`src/rtl/core/frm_pkg.sv`:
```
// Shared widths and constants for the frame interval rate meter.
`default_nettype none

package frm_pkg;

   // Number of accepted intervals kept in the averaging window.
   localparam int WINDOW_DEPTH = 64;
   localparam int SLOT_W       = $clog2(WINDOW_DEPTH);
   localparam int COUNT_W      = $clog2(WINDOW_DEPTH + 1);

   // Fixed field widths.
   localparam int TICK_W = 32;
   localparam int RATE_W = 16;
   localparam int ACC_W  = TICK_W + 1;
   localparam int SUM_W  = TICK_W + $clog2(WINDOW_DEPTH);

   // Serial divider step counter.
   localparam int DIV_CNT_W = $clog2(SUM_W);

   localparam logic [TICK_W-1:0] TICKS_PER_SECOND_RESET = TICK_W'(1000);

endpackage : frm_pkg

`default_nettype wire

```
`src/rtl/core/frm_ram.sv`:
```
// Generic single-port-write, single-port-read RAM with registered read data.
`default_nettype none

module frm_ram #(
   parameter int WIDTH = 32,
   parameter int DEPTH = 64
) (
   input  wire logic                     clock,
   input  wire logic                     wr_en,
   input  wire logic [$clog2(DEPTH)-1:0] wr_addr,
   input  wire logic [WIDTH-1:0]         wr_data,
   input  wire logic                     rd_en,
   input  wire logic [$clog2(DEPTH)-1:0] rd_addr,
   output logic      [WIDTH-1:0]         rd_data
);

   logic [WIDTH-1:0] mem_ff [DEPTH];
   logic [WIDTH-1:0] rd_data_ff;

   always_ff @(posedge clock) begin
      if (wr_en) begin
         mem_ff[wr_addr] <= wr_data;
      end
      if (rd_en) begin
         rd_data_ff <= mem_ff[rd_addr];
      end
   end

   assign rd_data = rd_data_ff;

endmodule : frm_ram

`default_nettype wire

```
`src/rtl/core/frame_interval_rate_meter.sv`:
```
// Frame interval rate meter: windowed mean frame interval and frames-per-second count.
//
// Each req transaction carries a free-running counter stamp taken at one frame. The
// block measures the interval since the previous stamp (mod 2^32), drops it when it
// differs from the current mean by ticks_per_second or more, and otherwise writes it
// into a 64-entry window RAM while a running sum tracks the window contents. One rsp
// transaction per req gives the new mean interval, the frame count of the last
// completed second and whether the sample entered the window. The block works on one
// transaction at a time: an accepted stamp passes the calc, update, divide and done
// states in that order, the restoring divider producing one quotient bit per cycle for
// window_sum / samples_held, and the next stamp is accepted once the block is back in
// idle. A waiting result sits in the output register and does not hold off the next
// stamp's arithmetic, only its own handoff. The window RAM needs no clearing pass after
// reset; entries read back are only used once the window is full. Write ticks_per_second
// through the csr channel only while no transaction is in flight; it resets to 1000.
`default_nettype none

module frame_interval_rate_meter
   import frm_pkg::*;
(
   input  wire logic              clock,
   input  wire logic              reset,

   input  wire logic              req_valid,
   output logic                   req_ready,
   input  wire logic [TICK_W-1:0] req_time_stamp,

   output logic                   rsp_valid,
   input  wire logic              rsp_ready,
   output logic      [TICK_W-1:0] rsp_smoothed_interval,
   output logic      [RATE_W-1:0] rsp_frame_rate,
   output logic                   rsp_sample_taken,

   input  wire logic              csr_valid,
   output logic                   csr_ready,
   input  wire logic [TICK_W-1:0] csr_data
);

   typedef enum logic [2:0] {
      ST_IDLE,
      ST_CALC,
      ST_UPDATE,
      ST_DIVIDE,
      ST_DONE
   } state_type;

   state_type             state_ff, state_in;

   logic [TICK_W-1:0]     tps_ff, tps_in;
   logic [TICK_W-1:0]     last_stamp_ff, last_stamp_in;
   logic [TICK_W-1:0]     interval_ff, interval_in;
   logic                  taken_ff, taken_in;
   logic [SLOT_W-1:0]     write_slot_ff, write_slot_in;
   logic [COUNT_W-1:0]    samples_held_ff, samples_held_in;
   logic [SUM_W-1:0]      window_sum_ff, window_sum_in;
   logic [TICK_W-1:0]     mean_ff, mean_in;
   logic [ACC_W-1:0]      acc_ff, acc_in;
   logic [RATE_W-1:0]     frames_ff, frames_in;
   logic [RATE_W-1:0]     latched_rate_ff, latched_rate_in;

   logic [SUM_W-1:0]      quot_ff, quot_in;
   logic [COUNT_W-1:0]    rem_ff, rem_in;
   logic [DIV_CNT_W-1:0]  div_cnt_ff, div_cnt_in;

   logic                  rsp_valid_ff, rsp_valid_in;
   logic [TICK_W-1:0]     rsp_interval_ff, rsp_interval_in;
   logic [RATE_W-1:0]     rsp_rate_ff, rsp_rate_in;
   logic                  rsp_taken_ff, rsp_taken_in;

   logic                  ram_wr_en;
   logic                  ram_rd_en;
   logic [TICK_W-1:0]     ram_rd_data;

   logic                  window_full;
   logic [TICK_W-1:0]     diff;
   logic [ACC_W-1:0]      acc_sum;
   logic [RATE_W-1:0]     frames_inc;
   logic [COUNT_W:0]      trial;
   logic [COUNT_W:0]      trial_sub;
   logic                  qbit;
   logic [TICK_W-1:0]     mean_result;

   frm_ram #(
      .WIDTH (TICK_W),
      .DEPTH (WINDOW_DEPTH)
   ) u_window_ram (
      .clock   (clock),
      .wr_en   (ram_wr_en),
      .wr_addr (write_slot_ff),
      .wr_data (interval_ff),
      .rd_en   (ram_rd_en),
      .rd_addr (write_slot_ff),
      .rd_data (ram_rd_data)
   );

   assign window_full = (samples_held_ff == COUNT_W'(WINDOW_DEPTH));
   assign diff        = (interval_ff >= mean_ff) ? (interval_ff - mean_ff)
                                                 : (mean_ff - interval_ff);
   assign acc_sum     = acc_ff + ACC_W'(mean_ff);
   assign frames_inc  = (frames_ff == '1) ? frames_ff : frames_ff + RATE_W'(1);

   // Restoring divide step: shift the next dividend bit into the remainder.
   assign trial       = {rem_ff, quot_ff[SUM_W-1]};
   assign trial_sub   = trial - {1'b0, samples_held_ff};
   assign qbit        = (trial >= {1'b0, samples_held_ff});
   assign mean_result = (samples_held_ff == '0) ? '0 : quot_ff[TICK_W-1:0];

   always_comb begin
      state_in        = state_ff;
      tps_in          = tps_ff;
      last_stamp_in   = last_stamp_ff;
      interval_in     = interval_ff;
      taken_in        = taken_ff;
      write_slot_in   = write_slot_ff;
      samples_held_in = samples_held_ff;
      window_sum_in   = window_sum_ff;
      mean_in         = mean_ff;
      acc_in          = acc_ff;
      frames_in       = frames_ff;
      latched_rate_in = latched_rate_ff;
      quot_in         = quot_ff;
      rem_in          = rem_ff;
      div_cnt_in      = div_cnt_ff;
      rsp_valid_in    = rsp_valid_ff;
      rsp_interval_in = rsp_interval_ff;
      rsp_rate_in     = rsp_rate_ff;
      rsp_taken_in    = rsp_taken_ff;
      req_ready       = 1'b0;
      ram_wr_en       = 1'b0;
      ram_rd_en       = 1'b0;

      if (csr_valid) begin
         tps_in = csr_data;
      end

      if (rsp_valid_ff && rsp_ready) begin
         rsp_valid_in = 1'b0;
      end

      unique case (state_ff)
         ST_IDLE: begin
            req_ready = 1'b1;
            if (req_valid) begin
               interval_in   = req_time_stamp - last_stamp_ff;
               last_stamp_in = req_time_stamp;
               state_in      = ST_CALC;
            end
         end
         ST_CALC: begin
            taken_in  = (diff < tps_ff);
            // Fetch the oldest entry; it is used only when the window is full.
            ram_rd_en = 1'b1;
            if (acc_sum > ACC_W'(tps_ff)) begin
               latched_rate_in = frames_inc;
               frames_in       = '0;
               acc_in          = '0;
            end else begin
               frames_in       = frames_inc;
               acc_in          = acc_sum;
            end
            state_in = ST_UPDATE;
         end
         ST_UPDATE: begin
            if (taken_ff) begin
               ram_wr_en     = 1'b1;
               window_sum_in = window_sum_ff - (window_full ? SUM_W'(ram_rd_data) : '0)
                               + SUM_W'(interval_ff);
               if (!window_full) begin
                  samples_held_in = samples_held_ff + COUNT_W'(1);
               end
               write_slot_in = (write_slot_ff == SLOT_W'(WINDOW_DEPTH - 1))
                               ? '0 : write_slot_ff + SLOT_W'(1);
            end
            quot_in    = window_sum_in;
            rem_in     = '0;
            div_cnt_in = '0;
            state_in   = ST_DIVIDE;
         end
         ST_DIVIDE: begin
            quot_in    = {quot_ff[SUM_W-2:0], qbit};
            rem_in     = qbit ? trial_sub[COUNT_W-1:0] : trial[COUNT_W-1:0];
            div_cnt_in = div_cnt_ff + DIV_CNT_W'(1);
            if (div_cnt_ff == DIV_CNT_W'(SUM_W - 1)) begin
               state_in = ST_DONE;
            end
         end
         ST_DONE: begin
            // Hold until the output register is free.
            if (!rsp_valid_ff || rsp_ready) begin
               mean_in         = mean_result;
               rsp_valid_in    = 1'b1;
               rsp_interval_in = mean_result;
               rsp_rate_in     = latched_rate_ff;
               rsp_taken_in    = taken_ff;
               state_in        = ST_IDLE;
            end
         end
         default: begin
            state_in = ST_IDLE;
         end
      endcase
   end

   always_ff @(posedge clock) begin
      interval_ff     <= interval_in;
      taken_ff        <= taken_in;
      quot_ff         <= quot_in;
      rem_ff          <= rem_in;
      div_cnt_ff      <= div_cnt_in;
      rsp_interval_ff <= rsp_interval_in;
      rsp_rate_ff     <= rsp_rate_in;
      rsp_taken_ff    <= rsp_taken_in;
      if (reset) begin
         state_ff        <= ST_IDLE;
         tps_ff          <= TICKS_PER_SECOND_RESET;
         last_stamp_ff   <= '0;
         write_slot_ff   <= '0;
         samples_held_ff <= '0;
         window_sum_ff   <= '0;
         mean_ff         <= '0;
         acc_ff          <= '0;
         frames_ff       <= '0;
         latched_rate_ff <= '0;
         rsp_valid_ff    <= 1'b0;
      end else begin
         state_ff        <= state_in;
         tps_ff          <= tps_in;
         last_stamp_ff   <= last_stamp_in;
         write_slot_ff   <= write_slot_in;
         samples_held_ff <= samples_held_in;
         window_sum_ff   <= window_sum_in;
         mean_ff         <= mean_in;
         acc_ff          <= acc_in;
         frames_ff       <= frames_in;
         latched_rate_ff <= latched_rate_in;
         rsp_valid_ff    <= rsp_valid_in;
      end
   end

   assign csr_ready             = 1'b1;
   assign rsp_valid             = rsp_valid_ff;
   assign rsp_smoothed_interval = rsp_interval_ff;
   assign rsp_frame_rate        = rsp_rate_ff;
   assign rsp_sample_taken      = rsp_taken_ff;

   a_samples_bounded: assert property (@(posedge clock) disable iff (reset)
      samples_held_ff <= COUNT_W'(WINDOW_DEPTH))
      else $error("window sample count exceeds window depth");

   a_accept_starts_calc: assert property (@(posedge clock) disable iff (reset)
      (req_valid && req_ready) |=> (state_ff == ST_CALC))
      else $error("accepted transaction did not start processing");

   a_sum_only_in_update: assert property (@(posedge clock) disable iff (reset)
      (state_ff != ST_UPDATE) |=> $stable(window_sum_ff))
      else $error("window sum changed outside the update step");

   a_write_needs_taken: assert property (@(posedge clock) disable iff (reset)
      ram_wr_en |-> (taken_ff && (state_ff == ST_UPDATE)))
      else $error("window written for a rejected interval");

endmodule : frame_interval_rate_meter

`default_nettype wire

```
`config.mk`:
```
export PLATFORM = sky130hd
export DESIGN_NAME = frame_interval_rate_meter
export DESIGN_NICKNAME = d
export VERILOG_FILES = /design/src/rtl/core/frm_pkg.sv /design/src/rtl/core/frm_ram.sv /design/src/rtl/core/frame_interval_rate_meter.sv
export SDC_FILE = /design/constraint.sdc
export NUM_CORES = 2
export LEC_CHECK = 0
export ABC_AREA = 1
export BUFFER_PORTS_ARGS = -buffer_cell sky130_fd_sc_hd__buf_2
export CORE_MARGIN = 3
export CORE_UTILIZATION = 28
export DETAILED_ROUTE_END_ITERATION = 16
export PLACE_DENSITY_LB_ADDON = 0.15
export RECOVER_POWER = 25
export SYNTH_ARGS = -nofsm -noshare
export SYNTH_HDL_FRONTEND = slang
export SYNTH_HIERARCHICAL = 1
export SYNTH_SLANG_ARGS = --single-unit
```
`constraint.sdc`:
```
create_clock -name clock -period 10.8 [get_ports clock]
set_input_delay 0 -clock clock [delete_from_list [all_inputs] [get_ports clock]]
set_output_delay 0 -clock clock [all_outputs]
set_load 0.01 [all_outputs]
```
==> flow_summary.yaml <==
outcome:
  status: "finished with violations"
  violations: "capacitance limit, slew limit"
floorplanning:
  dieArea_mm2: 0.397
  fp.coreArea_mm2: 0.387
  io_pins: 121
  rows: 228
  die_h_um: 630
  start_util_pct: 28.2
  die_w_um: 630
synthesis:
  yosys.area_share.simple_pct: 21.3
  synthesis.area_mm2: 0.109
  yosys_warnings: 6
  synthArstFlopShare_pct: 0
  avgSynthCellArea_um2: 10.5
  synth_top_family_by_area: "simple AND/OR/NAND/NOR gates"
  synth_nets: 10700
  synth-adder-area-share_pct: 3.44
  synth_flop_cell: "edfxtp_1"
  muxShareOfSynthArea_pct: 0
  synth-edff-count: 2213
  ys_types: 61
  synth.top_cells.by_count: "nand2_1, edfxtp_1, nand3_1"
  syn-instance-count: 10300
  yosysSeqAreaShare_pct: 65.0
  synth_xor_area_share_pct: 1.04
  synth-compound-area-share_pct: 4.57
  yosysTopAreaCellShare_pct: 61.0
  yosys_register_bits: 2429
  yosysMostFrequentCell: "nand2_1"
  yosys-top-cells-area: "edfxtp_1, nand2_1, nand3_1, dfxtp_1, ha_1"
  yosysTopAreaCell: "edfxtp_1"
critical_path:
  cp_data_arrival_time_ns: 8.34
  crit_required_ns: 11.41
  crit_type: "reg2reg"
  end_kind: "flip-flop"
  crit_path_start_kind: "flip-flop"
  worstPathMaxFanout: 67
job:
  maxCapViolations: 26
routing:
  vias_per_cell: 4.94
  drcViolationCount: 0
  ant_nets: 0
  dr.pass1.iters: 6
  dr_total_vias: 79000
  drtIter0Drc: 7448
  wl_per_cell_um: 25.4
  wirelength_um: 406000
power_and_ir_drop:
  clock_power_share_pct: 29.9
  p_comb_share_pct: 31.8
  leakage_nw: 46.1
  power_density_mw_per_mm2: 250
  p_seq_share_pct: 38.4
  p_int_mw: 19.9
  vdd_ir_drop_max_mv: 0.149
  power_switching_mw: 11.6
  netSwitchingFraction_pct: 36.9
placed_design:
  dp_hpwl_um: 234000
  gp_congestion: 0.902
  placed_area_mm2: 0.115
  port_buffers: 119
timing:
  skew_ns: 0.0545
  setup_violations: 0
  report.final.slew_viol_count: 1582
  fin_crit_ns: 7.73
  timing.fmax_ghz: 0.129
  rsz0062_at_grt: "false"
  tns_ns: 0
  fin_crit_sh_pct: 71.6
  hold_viol_final: 0
  tightest_slew_ns: 3.98
  slew_headroom_pct: -165
  hold_slack_ns: 0.186
grt:
  grt_max_degree: 194
  grtUsageTotal_pct: 19.9
  grt_overflow: 0
  antenna_found_initial: 17
  grt_pass1_vias: 75600
  grt_pass1_wl_um: 576000
clocking:
  htree_levels: 5
  cts.sinks: 2429
  clk_pin_slew_ns: 0.06
  cts_buffers: 286
  clkLatencyLatePin_ns: 0.91
  clk_path_buf_depth: 4
  cts_tree: "done"
  cts-resized-gates: 0
  post_cts_buffers: 0
  root_buffer: "clkbuf_16"
  cts_hold_buf: 209
cells_and_area:
  finish.instance_area_mm2: 0.126
  syn2layout_area_growth_pct: 16.0
  nets: 10900
  drive_above_1_share_pct: 7.03
worst_hold_path:
  hold_class: "in2reg"
-- state kept, by name (all words and copies together), names as in the netlist, 32 cells and up --
| register | count |
|---|---|
| acc_ff | 33 |
| interval_ff | 32 |
| last_stamp_ff | 32 |
| mean_ff | 32 |
| quot_ff | 38 |
| rsp_smoothed_interval | 32 |
| tps_ff | 32 |
| u_window_ram/mem_ff | 2048 |
| u_window_ram/rd_data | 32 |
| window_sum_ff | 38 |
-- final timing paths --
kind / startpoint / cells past startpoint / slack (ns) / endpoint
worst max-delay path: interval_ff[19] / 22 / 3.07 / taken_ff
worst min-delay path: reset / 3 / 0.19 / frames_ff[10]
worst max register to register: interval_ff[19] / 22 / 3.07 / taken_ff
worst min register to register: latched_rate_ff[1] / 0 / 0.43 / rsp_frame_rate[1]
-- layout by cell type, fill, tap and decap left out, types with 13 or more instances in the layout --
cell / instances
dfxtp_1: 210
a21o_1: 28
nor2_4: 60
a21oi_1: 476
nor2_1: 281
clkinv_1: 60
diode_2: 15
clkbuf_16: 292
o21bai_1: 21
inv_2: 17
nor3_1: 37
nand2_1: 2871
clkbuf_1: 131
fa_1: 37
nand4_1: 78
nand3_1: 1996
inv_6: 13
o211ai_1: 20
edfxtp_1: 2213
o21ai_0: 262
a31oi_1: 25
xor2_1: 89
xnor2_1: 40
ha_1: 240
clkinv_2: 42
o21ai_1: 15
nand3b_1: 19
buf_2: 79
dlygate4sd3_1: 209
inv_1: 616
buf_4: 153
bufinv_16: 19
-- cell type report --
cell class                      instances  area [µm²]
Timing Repair Buffer                  515        4050
Fill cell                           39100      260000
Clock buffer                          363        7630
Sequential cell                      2429       70800
Inverter                              641        2440
Antenna cell                           15        37.5
Clock inverter                        150        1370
Tap cell                             5175        6470
Multi-Input combinational cell       6708       33500
-- power by group through the flow --
stage,Combinational [mW],Sequential (mW),Clock (mW)
after detailed placement,9.89,12.2,0
after global routing,11.0,12.1,10.0
after CTS,10.0,12.0,9.68
after global placement,9.92,12.2,0
after floorplan,5.64,12.5,0
final,10.0,12.1,9.42
-- critical path: stages, from the launching register on --
cell and delay, ns:
edfxtp_1 0.32, clkbuf_1 2.77, inv_1 0.46, ha_1 0.62
nand2_1 0.20, inv_1 0.06, a21oi_1 0.25, o21bai_1 0.14
a31oi_1 0.19, nand3_2 0.12, inv_2 0.49, nand2_1 0.11
nand2_1 0.11, xnor2_1 0.12, inv_1 0.07, ha_1 0.29
nand2_1 0.06, o21ai_0 0.25, nand4_1 0.13, o211ai_1 0.13
a31oi_1 0.11, o21bai_1 0.30, a31oi_1 0.14
-- through the flow --
| step | worst slack (ns) | total power, mW | cells | util, % |
|---|---|---|---|---|
| 2_1_floorplan | 5.41 | 18.2 | 10300 | - |
| 3_3_place_gp | 5.30 | 22.1 | 15300 | 29.8 |
| 3_5_place_dp | 5.37 | 22.1 | 15300 | 29.8 |
| 4_1_cts | 5.33 | 31.7 | 16000 | 32.7 |
| 5_1_grt | 2.60 | 33.2 | 16000 | 32.7 |
| 6_report | 3.07 | 31.5 | 16000 | 32.7 |
-- cell families (layout without fill, tap and decap cells) --
family,count (synthesis),count (layout)
AND/OR/NAND/NOR,5389,5389
flip-flops,2429,2429
buffers and inverters,1197,1669
AO/OA/AOI/OAI,912,912
adder cells (fa/ha/maj),277,277
XOR/XNOR,129,129
other,1,16
-- per-layer routing --
layer	up-vias	GRT usage (%)	wire length, µm
met4	2	5.29	10600
met2	2133	31.9	188000
li1	36500	-	-
met5	-	0	16
met3	487	1.98	18900
met1	39900	28.6	189000
(Power assumes the default switching activity.)
